<file path="src/rtl/qedc_pkg.sv">
// ----------------------------------------------------------------------------
// qedc_pkg
// Shared types, constants and lookup functions for the quadrature encoder
// detent counter.
// ----------------------------------------------------------------------------
package qedc_pkg;

   localparam int unsigned PHASE_BITS    = 2;
   localparam int unsigned ACCUM_BITS    = 5;
   localparam int unsigned THR_BITS      = 3;
   localparam int unsigned MASK_BITS     = 4;
   localparam int unsigned OUT_CHANNELS  = 4;
   localparam int unsigned OUT_BITS      = 16;
   localparam int unsigned SAMPLE_BITS   = 8;
   localparam int unsigned CSR_IDX_BITS  = 8;
   localparam int unsigned CSR_DATA_BITS = 8;

   localparam logic [CSR_IDX_BITS-1:0] CSR_INVERT_MASK      = 8'd0;
   localparam logic [CSR_IDX_BITS-1:0] CSR_DETENT_THRESHOLD = 8'd1;

   localparam logic [MASK_BITS-1:0] INVERT_MASK_RESET      = 4'd1;
   localparam logic [THR_BITS-1:0]  DETENT_THRESHOLD_RESET = 3'd3;

   typedef struct packed {
      logic                advance;
      logic                invert;
      logic [THR_BITS-1:0] threshold;
   } lane_ctrl_type;

   // quarter step from previous and current phase
   function automatic logic signed [1:0] step_of(input logic [3:0] idx);
      logic signed [1:0] s;
      case (idx)
         4'd1, 4'd7, 4'd8, 4'd14: s = -2'sd1;
         4'd2, 4'd4, 4'd11, 4'd13: s = 2'sd1;
         default: s = 2'sd0;
      endcase
      return s;
   endfunction

   // low bit of the pin pair of an output channel
   function automatic logic [2:0] pin_shift(input logic [1:0] ch);
      logic [2:0] sh;
      case (ch)
         2'd0: sh = 3'd6;
         2'd1: sh = 3'd2;
         2'd2: sh = 3'd4;
         default: sh = 3'd0;
      endcase
      return sh;
   endfunction

endpackage

</file>
<file path="src/rtl/qedc_lane.sv">
// ----------------------------------------------------------------------------
// qedc_lane
// One encoder channel: transition lookup, sub-step accumulator and wrapping
// detent count.
// ----------------------------------------------------------------------------
module qedc_lane #(
   parameter int unsigned COUNT_BITS = 16
) (
   input  logic                                clock,
   input  logic                                reset,
   input  qedc_pkg::lane_ctrl_type             ctrl,
   input  logic [qedc_pkg::PHASE_BITS-1:0]     phase,
   output logic [COUNT_BITS-1:0]               count_next
);

   logic [qedc_pkg::PHASE_BITS-1:0]        phase_ff;
   logic signed [qedc_pkg::ACCUM_BITS-1:0] accum_ff;
   logic signed [qedc_pkg::ACCUM_BITS-1:0] accum_in;
   logic [COUNT_BITS-1:0]                  count_ff;
   logic [COUNT_BITS-1:0]                  count_in;
   logic signed [qedc_pkg::ACCUM_BITS-1:0] sum;
   logic signed [qedc_pkg::ACCUM_BITS-1:0] thr_pos;
   logic signed [qedc_pkg::ACCUM_BITS-1:0] thr_neg;
   logic signed [1:0]                      step;

   always_comb begin
      step    = qedc_pkg::step_of({phase_ff, phase});
      sum     = accum_ff + qedc_pkg::ACCUM_BITS'(step);
      thr_pos = $signed({2'b00, ctrl.threshold});
      thr_neg = -thr_pos;
      accum_in = sum;
      count_in = count_ff;
      if (sum > thr_pos) begin
         accum_in = '0;
         count_in = ctrl.invert ? count_ff - COUNT_BITS'(1) : count_ff + COUNT_BITS'(1);
      end else if (sum < thr_neg) begin
         accum_in = '0;
         count_in = ctrl.invert ? count_ff + COUNT_BITS'(1) : count_ff - COUNT_BITS'(1);
      end
   end

   assign count_next = count_in;

   always_ff @(posedge clock) begin
      if (reset) begin
         phase_ff <= '0;
         accum_ff <= '0;
         count_ff <= '0;
      end else if (ctrl.advance) begin
         phase_ff <= phase;
         accum_ff <= accum_in;
         count_ff <= count_in;
      end
   end

`ifndef SYNTHESIS
   a_count_step: assert property (@(posedge clock) disable iff (reset)
      !$past(reset) && count_ff != $past(count_ff) |->
         count_ff == $past(count_ff) + COUNT_BITS'(1) ||
         count_ff == $past(count_ff) - COUNT_BITS'(1))
      else $error("detent count moved by more than one");
   a_count_clears_accum: assert property (@(posedge clock) disable iff (reset)
      !$past(reset) && count_ff != $past(count_ff) |-> accum_ff == '0)
      else $error("accumulator not cleared on detent step");
   a_hold_when_idle: assert property (@(posedge clock) disable iff (reset)
      !$past(reset) && !$past(ctrl.advance) |-> $stable(count_ff) && $stable(accum_ff))
      else $error("lane state changed without an item");
`endif

endmodule

</file>
<file path="src/rtl/qedc_merge.sv">
// ----------------------------------------------------------------------------
// qedc_merge
// Gathers the lane counts into one result item and holds it in the output
// register until taken.
// ----------------------------------------------------------------------------
module qedc_merge #(
   parameter int unsigned NUM_ENCODERS = 4,
   parameter int unsigned COUNT_BITS   = 16
) (
   input  logic                  clock,
   input  logic                  reset,
   input  logic                  load,
   input  logic [COUNT_BITS-1:0] counts [NUM_ENCODERS],
   output logic                  can_load,
   output logic                  rsp_tvalid,
   input  logic                  rsp_tready,
   output logic [qedc_pkg::OUT_CHANNELS*qedc_pkg::OUT_BITS-1:0] rsp_tdata
);

   localparam int unsigned OB = qedc_pkg::OUT_BITS;

   logic                                           valid_ff;
   logic                                           valid_in;
   logic [qedc_pkg::OUT_CHANNELS*OB-1:0]           data_ff;
   logic [qedc_pkg::OUT_CHANNELS*OB-1:0]           data_in;

   for (genvar k = 0; k < qedc_pkg::OUT_CHANNELS; k++) begin : g_field
      if (k < NUM_ENCODERS) begin : g_live
         if (COUNT_BITS >= OB) begin : g_trim
            assign data_in[k*OB +: OB] = counts[k][OB-1:0];
         end else begin : g_ext
            assign data_in[k*OB +: OB] = {{(OB-COUNT_BITS){1'b0}}, counts[k]};
         end
      end else begin : g_absent
         assign data_in[k*OB +: OB] = '0;
      end
   end

   assign can_load = !valid_ff || rsp_tready;
   assign valid_in = load || (valid_ff && !rsp_tready);

   always_ff @(posedge clock) begin
      if (reset) begin
         valid_ff <= 1'b0;
      end else begin
         valid_ff <= valid_in;
      end
   end

   always_ff @(posedge clock) begin
      if (load) begin
         data_ff <= data_in;
      end
   end

   assign rsp_tvalid = valid_ff;
   assign rsp_tdata  = data_ff;

endmodule

</file>
<file path="src/rtl/quad_encoder_detent_counter.sv">
// ----------------------------------------------------------------------------
// quad_encoder_detent_counter
// Four-channel quadrature encoder decoder with sub-step accumulation and
// detent counting.
// ----------------------------------------------------------------------------
// One item is taken per clock and one result item leaves for each, in the
// next cycle, from an output register; every channel has its own lookup, add and
// compare lane, all updated in the cycle the item is accepted, so the rate
// is one item per cycle while the result side keeps taking. The user must write registers
// through the csr port only while no item is in flight; the block does not enforce this.
// Index 0 is invert_mask, index 1 is detent_threshold, other indexes are ignored.
module quad_encoder_detent_counter #(
   parameter int unsigned NUM_ENCODERS = 4,
   parameter int unsigned COUNT_BITS   = 16
) (
   input  logic        clock,
   input  logic        reset,
   input  logic        req_tvalid,
   output logic        req_tready,
   input  logic [7:0]  req_tdata,   // pin_sample[7:0]
   output logic        rsp_tvalid,
   input  logic        rsp_tready,
   output logic [63:0] rsp_tdata,   // count_0, count_1, count_2, count_3 (16 bits each)
   input  logic        csr_valid,
   output logic        csr_ready,
   input  logic [qedc_pkg::CSR_IDX_BITS-1:0]  csr_index,
   input  logic [qedc_pkg::CSR_DATA_BITS-1:0] csr_data
);

   logic [qedc_pkg::MASK_BITS-1:0] invert_mask_ff;
   logic [qedc_pkg::THR_BITS-1:0]  threshold_ff;
   logic                           can_load;
   logic                           accept;
   logic [COUNT_BITS-1:0]          count_next [NUM_ENCODERS];

   assign csr_ready  = 1'b1;
   assign req_tready = can_load;
   assign accept     = req_tvalid && can_load;

   always_ff @(posedge clock) begin
      if (reset) begin
         invert_mask_ff <= qedc_pkg::INVERT_MASK_RESET;
         threshold_ff   <= qedc_pkg::DETENT_THRESHOLD_RESET;
      end else if (csr_valid) begin
         if (csr_index == qedc_pkg::CSR_INVERT_MASK) begin
            invert_mask_ff <= csr_data[qedc_pkg::MASK_BITS-1:0];
         end else if (csr_index == qedc_pkg::CSR_DETENT_THRESHOLD) begin
            threshold_ff <= csr_data[qedc_pkg::THR_BITS-1:0];
         end
      end
   end

   for (genvar k = 0; k < NUM_ENCODERS; k++) begin : g_lane
      localparam logic [2:0] SH = qedc_pkg::pin_shift(2'(k % 4));
      qedc_pkg::lane_ctrl_type ctrl;

      assign ctrl.advance   = accept;
      assign ctrl.invert    = invert_mask_ff[k % 4];
      assign ctrl.threshold = threshold_ff;

      qedc_lane #(
         .COUNT_BITS(COUNT_BITS)
      ) u_lane (
         .clock     (clock),
         .reset     (reset),
         .ctrl      (ctrl),
         .phase     (req_tdata[SH +: qedc_pkg::PHASE_BITS]),
         .count_next(count_next[k])
      );
   end

   qedc_merge #(
      .NUM_ENCODERS(NUM_ENCODERS),
      .COUNT_BITS  (COUNT_BITS)
   ) u_merge (
      .clock     (clock),
      .reset     (reset),
      .load      (accept),
      .counts    (count_next),
      .can_load  (can_load),
      .rsp_tvalid(rsp_tvalid),
      .rsp_tready(rsp_tready),
      .rsp_tdata (rsp_tdata)
   );

`ifndef SYNTHESIS
   a_stall_only_on_full: assert property (@(posedge clock) disable iff (reset)
      !req_tready |-> rsp_tvalid && !rsp_tready)
      else $error("input stalled with the output free");
   a_item_gives_result: assert property (@(posedge clock) disable iff (reset)
      req_tvalid && req_tready |=> rsp_tvalid)
      else $error("accepted item gave no result");
   a_result_from_item: assert property (@(posedge clock) disable iff (reset)
      !$past(reset) && $rose(rsp_tvalid) |-> $past(req_tvalid && req_tready))
      else $error("result appeared without an item");
`endif

endmodule
</file>
<file path="config.mk">
export PLATFORM = sky130hd
export DESIGN_NAME = quad_encoder_detent_counter
export DESIGN_NICKNAME = d
export VERILOG_FILES = /design/src/rtl/qedc_pkg.sv /design/src/rtl/qedc_lane.sv /design/src/rtl/qedc_merge.sv /design/src/rtl/quad_encoder_detent_counter.sv
export SDC_FILE = /design/constraint.sdc
export NUM_CORES = 1
export LEC_CHECK = 0
export ABC_AREA = 1
export BUFFER_PORTS_ARGS = -buffer_cell sky130_fd_sc_hd__buf_4
export CORE_AREA = 2 2 167 169
export DETAILED_ROUTE_END_ITERATION = 8
export DIE_AREA = 0 0 169 171
export PLACE_DENSITY = 0.67
export SYNTH_ARGS = -nofsm -noshare
export SYNTH_HDL_FRONTEND = slang
export SYNTH_SLANG_ARGS = --single-unit
export TNS_END_PERCENT = 5
</file>
<file path="constraint.sdc">
create_clock -name clock -period 11.98 [get_ports clock]
set_clock_uncertainty 0.2 [all_clocks]
set_input_delay 1.198 -clock clock [delete_from_list [all_inputs] [get_ports clock]]
set_output_delay 1.198 -clock clock [all_outputs]
set_load 0.1 [all_outputs]
</file>
==> results of run 1 <==
==> final timing paths <==
| path | end | slack (ns) | depth (start not counted) |
|---|---|---|---|
| max | u_merge.rsp_tdata[32]$_DFFE_PP_ | 6.48 | 22 |
| min | g_lane[2].u_lane.accum_ff[0]$_SDFFE_PP0P_ | 0.27 | 2 |
| max reg2reg | g_lane[0].u_lane.count_ff[6]$_SDFFE_PP0P_ | 7.29 | 25 |
| min reg2reg | g_lane[2].u_lane.accum_ff[0]$_SDFFE_PP0P_ | 0.27 | 2 |
==> final cells by class <==
| class | instances | area share |
|---|---|---|
| multi-input combinational | 1439 | 0.542 |
| sequential | 164 | 0.269 |
| inverter | 278 | 0.0718 |
| timing repair buffer | 95 | 0.0489 |
| tap | 346 | 0.0297 |
| clock buffer | 17 | 0.0292 |
| clock inverter | 15 | 0.00901 |
==> cells in the final DEF, fill, tap and decap left out, types with 64 or more instances in the layout <==
cell / instances
nand3_1: 239
ha_1: 73
nor2_1: 115
edfxtp_1: 64
inv_1: 269
buf_4: 95
nand2_1: 484
a21oi_1: 125
dfxtp_1: 100
o21ai_0: 107
xor2_1: 71
==> cells by family (layout without fill, tap and decap cells) <==
logic type | after synthesis | count (layout) | share of synthesized area
buffers and inverters | 373 | 405 | 0.116
adders and majority gates | 77 | 77 | 0.0743
AOI/OAI and AO/OA | 315 | 315 | 0.130
DFF | 164 | 164 | 0.294
other | 1 | 1 | 0.000281
and+or+nand+nor | 952 | 952 | 0.322
xor gates and xnor gates | 94 | 94 | 0.0636
==> registers in the layout, indices dropped and copies added, names as in the netlist <==
name                    flops
g_lane.u_lane.accum_ff     20
g_lane.u_lane.count_ff     64
g_lane.u_lane.phase_ff      8
invert_mask_ff              4
threshold_ff                3
u_merge.rsp_tdata          64
u_merge.rsp_tvalid          1
==> layer usage <==
| metal | routed length, um | track usage |
|---|---|---|
| met1 | 15900 | 0.313 |
| met3 | 1470 | 0.0340 |
| met4 | 478 | 0.0624 |
| met2 | 15800 | 0.404 |
| met5 | 0 | 0 |
==> per-stage QoR <==
stage	util	area (um^2)	power, mW	hold slack (ns)	instances
floorplan	-	13400	1.88	0.250	1976
global placement	0.513	14000	2.11	0.256	2322
detailed placement	0.513	14000	2.14	0.263	2322
CTS	0.533	14600	2.68	0.274	2354
global route	0.533	14600	2.85	0.298	2354
finish	0.533	14600	2.67	0.273	2354
==> power by group through the flow <==
stage	logic (mW)	registers, mW	clock network, mW
after floorplan	0.733	1.15	0
after detailed placement	1.35	0.787	0
final	1.36	0.777	0.540
after global routing	1.49	0.789	0.571
after CTS	1.36	0.776	0.551
after global placement	1.32	0.786	0
==> worst register-to-register path, stage by stage (launching register included) <==
cell and delay (ns):
dfxtp_1 0.42, nor2_1 0.08, nor2_1 0.08, nand2_1 0.06, nand2_1 0.22, inv_1 0.13, fa_1 0.45, o21ai_1 0.16
nand2_1 0.08, nand2_1 0.07, nand2_1 0.07, nand3_1 0.11, nand2_1 0.12, ha_1 0.33, a21oi_1 0.21, nand3_1 0.13
inv_1 0.08, nand2_1 0.05, nand2_1 0.63, inv_1 0.22, nand2_1 0.16, inv_1 0.15, nand2_1 0.10, nand3_1 0.09
o21ai_0 0.16, inv_1 0.05
==> results by group, run 1 <==
Floorplanning
  • Core area: 0.0273 mm^2
  • Die W: 169 um
  • Die height: 171 um
  • Initial Utilization: 0.489
  • Die ar.: 0.0289 mm^2
  • # rows: 61
  • Number of I/O pins: 96

STA
  • Fin crit period: 5.50 ns
  • Post-route worst setup slack: 6.48 ns
  • Max_slew headroom: 0.243
  • Final Cycle Share: 0.459
  • Least-Margin Pin Slew: 1.13 ns
  • Setup_tns: 0 ns
  • Setup violations, final: 0
  • RSZ-0062 raised after global routing: no
  • Final hold viol count: 0
  • Slew Viols, Final: 0
  • Fmax achieved: 0.182 GHz

Final layout
  • FILL cells: 2,659
  • Nets@finish: 2,101
  • # diodes: 0
  • Share of layout cells above drive strength 1: 0.0986
  • Layout area overhead: 9.07%
  • Sequential cell area: 0.00392 mm^2
  • Multi-input logic area: 0.00790 mm^2

Hold path
  • Hold_sp: g_lane[2].u_lane.accum_ff[0]$_SDFFE_PP0P_
  • Type of the most critical hold path: flip-flop to flip-flop

Yosys
  • Post-Synthesis Cell Area: 0.0134 mm^2
  • Most used flip-flop cell after synthesis: dfxtp_1
  • Synth warnings: 0
  • Synth area leader: dfxtp_1
  • Commonest cells in the netlist: nand2_1 (485), inv_1 (269), nand3_1 (239), a21oi_1 (125), nor2_1 (115)
  • FFs w/ async S/R, synth: 0
  • Yosys top cell area share: 0.150
  • Synth top area cells: dfxtp_1 (15%), edfxtp_1 (14%), nand2_1 (14%), nand3_1 (9.0%), inv_1 (7.6%)
  • Most instantiated library cell after synthesis: nand2_1
  • Mapped Cells: 1,976
  • Mean area per synthesized cell: 6.76 um^2
  • Synth cell types: 50
  • Seq/Total Area, Yosys: 0.294
  • Yosys reg bits: 164
  • Net count after synthesis: 2,082
  • Number of synthesized flops with an enable pin: 64

Global route
  • Pin count of the biggest net entering global routing: 74
  • Initial antenna violation count: 0
  • Global-route wire length before repair: 56,200 um
  • GRT Util Overall: 0.236
  • Total congestion overflow: 0
  • Vias in the first global route: 11,808

Power and ir drop
  • Pwr dens: 183 mW/mm^2
  • Share of power burned in registers: 0.290
  • Leakage: 7.04 nW
  • Internal cell power: 1.33 mW
  • P_sw: 1.35 mW
  • Comb power frac: 0.508
  • Switching Fraction: 0.504
  • Worst vdd rail ir drop: 0.111 mV
  • Clock power share: 0.202

CTS
  • Clock Latency Late Sink: 0.45 ns
  • Post-CTS Resized: 0
  • Clock Tree Buf Depth: 2
  • Post-CTS Hold Buffers: 0
  • CTS Buf Count: 17
  • Clk slew on worst S/H paths: 0.07 ns
  • Clock root buffer: clkbuf_16
  • Clock sinks: 164
  • Setup Buffers After CTS: 0
  • CTS tree: yes
  • H-Tree Depth: 4

Place
  • GPL Wtd Cong: 0.922
  • PortBufs: 90
  • Post-DP HPWL: 23,000 um
  • Post-Place Worst Slack: 6.05 ns

Flow run
  • Max-Cap Viols: 0

Drt
  • Routed vias: 12,807
  • Mean routed wirelength per cell: 14.3 um
  • Total wire length: 33,700 um
  • DRC viols: 0
  • Initial DRT Pass Iterations: 5
  • Starting DRC count in detailed routing: 939
  • Drt via density: 5.44
  • Antenna Violating Nets Remaining: 0

Worst setup path
  • Worst path bufs/invs: 7
  • Crit-path most repeated cell: inv_1
  • CP Class: input pin to flip-flop
  • Crit Path Max Fanout: 26
  • Worst EP arrival: 5.48 ns
  • Crit-path leading delay family: simple AND/OR/NAND/NOR gates
  • Critical-path top delay cell: nand2_1
  • Worst setup SP type: input pin
  • CP Cell Sequence: buf_4 > inv_1 > ha_1 > xnor2_1 > xor2_1 > inv_1 > ha_1 > inv_1 > fa_1 > o21ai_1 > xor2_2 > ha_1 > a21oi_1 > nand3_1 > inv_1 > nand2_1 > nand2_1 > inv_1 > nand2_2 > inv_2 > nand2_1 > nand2_1
  • Crit. End Element: flip-flop
  • CP Launch Point: req_tdata[4]
  • Largest stage delay, worst path: 0.67 ns
  • Crit Reg-Reg Startpoint: g_lane[0].u_lane.phase_ff[0]$_SDFFE_PP0P_
  • Data required, critical path: 11.96 ns

Run status
  • Outcome: completed
No activity file was read; power rests on OpenSTA's default activity.
==> run 2, diff against run 1 <==
--- a/config.mk
+++ b/config.mk
@@ -5,12 +5,12 @@
 export SDC_FILE = /design/constraint.sdc
 export NUM_CORES = 1
 export LEC_CHECK = 0
-export ABC_AREA = 1
+export ABC_AREA = 0
 export BUFFER_PORTS_ARGS = -buffer_cell sky130_fd_sc_hd__buf_4
-export CORE_AREA = 2 2 167 169
+export CORE_AREA = 2 2 160 162
 export DETAILED_ROUTE_END_ITERATION = 8
-export DIE_AREA = 0 0 169 171
-export PLACE_DENSITY = 0.67
+export DIE_AREA = 0 0 162 164
+export PLACE_DENSITY = 0.7
 export SYNTH_ARGS = -nofsm -noshare
 export SYNTH_HDL_FRONTEND = slang
 export SYNTH_SLANG_ARGS = --single-unit
==> constraint.sdc (replaced) <==
create_clock -name clock -period 4.8 [get_ports clock]
set_clock_uncertainty 0.2 [all_clocks]
set_input_delay 0.48 -clock clock [delete_from_list [all_inputs] [get_ports clock]]
set_output_delay 0.48 -clock clock [all_outputs]
set_load 0.1 [all_outputs]
==> results by group, run 2 <==
STA
  • Fin crit period: 4.54 ns
  • Least-Margin Pin Slew: 0.939 ns
  • Max_slew headroom: 0.373
  • Setup violations, final: 0
  • RSZ-0062 raised after global routing: yes
  • Slew Viols, Final: 0
  • Post-route worst setup slack: 0.261 ns
  • Final hold viol count: 0
  • Fmax achieved: 0.220 GHz
  • Setup_tns: 0 ns
  • Final Cycle Share: 0.946

Global route
  • GRT Util Overall: 0.218
  • Vias in the first global route: 10,075
  • M2 GR Usage: 0.367
  • Met1 usage: 0.295
  • Gr busiest metal: met2
  • Pin count of the biggest net entering global routing: 77
  • Initial antenna violation count: 0
  • Total congestion overflow: 0
  • Global-route wire length before repair: 48,300 um
  • Met3 Use GR: 0.0290

Drt
  • Mean routed wirelength per cell: 15.5 um
  • Antenna Violating Nets Remaining: 0
  • Routed vias: 10,808
  • DRC viols: 0
  • Initial DRT Pass Iterations: 6
  • Total wire length: 28,800 um
  • Starting DRC count in detailed routing: 777
  • Drt via density: 5.81

Final layout
  • FILL cells: 2,261
  • # diodes: 0
  • Share of layout cells above drive strength 1: 0.206
  • Sequential cell area: 0.00392 mm^2
  • Layout area overhead: 16.0%
  • Nets@finish: 1,623
  • Multi-input logic area: 0.00763 mm^2
  • Most frequent cells in the layout: buf_4 (179), nor2_1 (137), nand2_1 (110)
  • Commonest non-fill, non-tap cell in the layout: buf_4

Worst setup path
  • Data required, critical path: 4.92 ns
  • R2R Setup Slk: 0.34 ns
  • Worst EP arrival: 4.66 ns
  • Worst setup SP type: input pin
  • Crit. End Element: flip-flop
  • R2R Path End: g_lane[2].u_lane.count_ff[3]$_SDFFE_PP0P_
  • Crit-path most repeated cell: ha_1
  • Crit Path Max Fanout: 15
  • Largest stage delay, worst path: 0.51 ns
  • Crit Reg-Reg Startpoint: g_lane[2].u_lane.phase_ff[0]$_SDFFE_PP0P_
  • Critical-path top delay cell: a31oi_4
  • Crit-path leading delay family: compound AO/OA/AOI/OAI gates
  • CP Class: input pin to flip-flop
  • Worst path bufs/invs: 4
  • Worst R2R Path Depth: 14
  • CP Cell Sequence: buf_4 > inv_1 > ha_1 > xnor2_1 > xnor2_1 > ha_1 > inv_1 > fa_1 > nand2b_1 > o2bb2ai_1 > xnor3_2 > inv_4 > ha_1 > o211ai_1 > a21oi_1 > or2_2 > a31oi_4 > o221ai_1 > o221ai_2 > mux2_1

Yosys
  • Synth area leader: dfxtp_1
  • Seq/Total Area, Yosys: 0.321
  • Mean area per synthesized cell: 8.61 um^2
  • Yosys reg bits: 164
  • Most used flip-flop cell after synthesis: dfxtp_1
  • Synth cell types: 99
  • Number of synthesized flops with an enable pin: 64
  • Most instantiated library cell after synthesis: nor2_1
  • Net count after synthesis: 1,526
  • Post-Synthesis Cell Area: 0.0122 mm^2
  • Yosys top cell area share: 0.164
  • Mapped Cells: 1,420
  • Synth top area cells: dfxtp_1 (16%), edfxtp_1 (16%), ha_1 (7.5%), nor2_1 (4.3%), xnor2_1 (4.0%)
  • Synth warnings: 0
  • Commonest cells in the netlist: nor2_1 (139), nand2_1 (111), dfxtp_1 (100), a21oi_1 (83), clkbuf_1 (75)
  • FFs w/ async S/R, synth: 0

Place
  • Post-DP HPWL: 20,200 um
  • PortBufs: 90
  • Post-Place Worst Slack: -0.201 ns
  • GPL Wtd Cong: 0.882

CTS
  • Clock Tree Buf Depth: 2
  • Clk slew on worst S/H paths: 0.07 ns
  • H-Tree Depth: 4
  • Clock sinks: 164
  • Clock Latency Late Sink: 0.44 ns
  • Clock root buffer: clkbuf_16
  • Post-CTS Resized: 0
  • Post-CTS Hold Buffers: 0
  • Setup Buffers After CTS: 0
  • CTS tree: yes
  • CTS Buf Count: 17

Hold path
  • Worst Hold Path EP: invert_mask_ff[3]$_SDFFE_PP0P_
  • Type of the most critical hold path: input pin to flip-flop
  • Hold Path Stages: 3
  • Hold_sp: csr_data[3]

Power and ir drop
  • Leakage: 5.79 nW
  • Pwr dens: 476 mW/mm^2
  • Worst vdd rail ir drop: 0.230 mV

Floorplanning
  • Die W: 162 um
  • Die ar.: 0.0266 mm^2
  • Number of I/O pins: 96
  • Core area: 0.0248 mm^2
  • Die height: 164 um
  • Initial Utilization: 0.492
  • # rows: 58

Run status
  • Outcome: completed

Flow run
  • Max-Cap Viols: 0
[run 2: cell types whose count changed after synthesis, sizes merged, moves of 24 or more]
| cell | change |
|---|---|
| nand2 | -387 |
| nand3 | -218 |
| inv | -213 |
| o21ai | -78 |
| xor2 | -46 |
| nor2b | +39 |
| a21oi | -38 |
| xnor2 | +36 |
| mux2 | +34 |
| o211ai | -30 |
| nor2 | +24 |
[run 2: cells by family (layout without fill, tap and decap cells)]
| logic type | Yosys count | in the layout | share of synthesized area |
|---|---|---|---|
| compound gates | 343 | 343 | 0.195 |
| xor+xnor | 88 | 88 | 0.0685 |
| fa+ha+maj | 77 | 77 | 0.0813 |
| buf+inv | 171 | 281 | 0.0561 |
| flops | 164 | 164 | 0.321 |
| mux | 57 | 57 | 0.0615 |
| other cells | 1 | 1 | 0.000307 |
| simple gates | 519 | 519 | 0.216 |
[run 2: worst reg2reg max path, delay by kind of cell, from the launching register on]
family | cells | cell delay (ns)
XOR/XNOR | 1 | 0.18
AO/OA/AOI/OAI | 5 | 1.05
buffers and inverters | 1 | 0.11
multiplexers | 2 | 0.98
flip-flops | 1 | 0.40
adder cells (fa/ha/maj) | 2 | 0.66
AND/OR/NAND/NOR | 3 | 0.79
[run 2: area by class of cell]
cell class / instances / share of cell area
tap: 330 / 0.0291
inverter: 67 / 0.0182
clock inverter: 12 / 0.00750
sequential: 164 / 0.277
timing repair buffer: 182 / 0.0991
clock buffer: 20 / 0.0308
multi-input combinational: 1085 / 0.538
[run 2: power by group]
part	leakage [nW]	switching, mW	internal, mW
sequential	1.46	0.225	1.76
combinational	4.07	2.28	1.19
clock	0.258	0.589	0.714
[run 2: through the flow]
step           cell area, um^2  hold WS (ns)  power [mW]  instances  utilization
2_1_floorplan            12200         0.236        4.64       1420            -
3_3_place_gp             13600         0.243        5.38       1828        0.548
3_5_place_dp             13600         0.255        5.44       1828        0.548
4_1_cts                  14200        0.0890        6.75       1860        0.570
5_1_grt                  14200         0.112        7.14       1860        0.571
6_report                 14200        0.0930        6.75       1860        0.571
[run 2: worst max-delay path by stage]
stage                       from                                         to  depth (start not counted)  slack [ns]
detailed placement  req_tdata[0]  g_lane[3].u_lane.count_ff[4]$_SDFFE_PP0P_                         21       -0.20
global route        req_tdata[4]  g_lane[2].u_lane.count_ff[5]$_SDFFE_PP0P_                         21       -0.02
global placement    req_tdata[0]  g_lane[3].u_lane.count_ff[4]$_SDFFE_PP0P_                         21       -0.14
floorplan           req_tdata[4]  g_lane[2].u_lane.count_ff[3]$_SDFFE_PP0P_                         21        0.04
finish              req_tdata[0]  g_lane[3].u_lane.count_ff[4]$_SDFFE_PP0P_                         20        0.26
CTS                 req_tdata[4]  g_lane[2].u_lane.count_ff[3]$_SDFFE_PP0P_                         21        0.17
[run 2: routing by layer]
layer | share of wire | routed length (um)
met4 | 0.015 | 442
met1 | 0.47 | 13600
met5 | 0 | 0
met3 | 0.044 | 1270
met2 | 0.47 | 13500
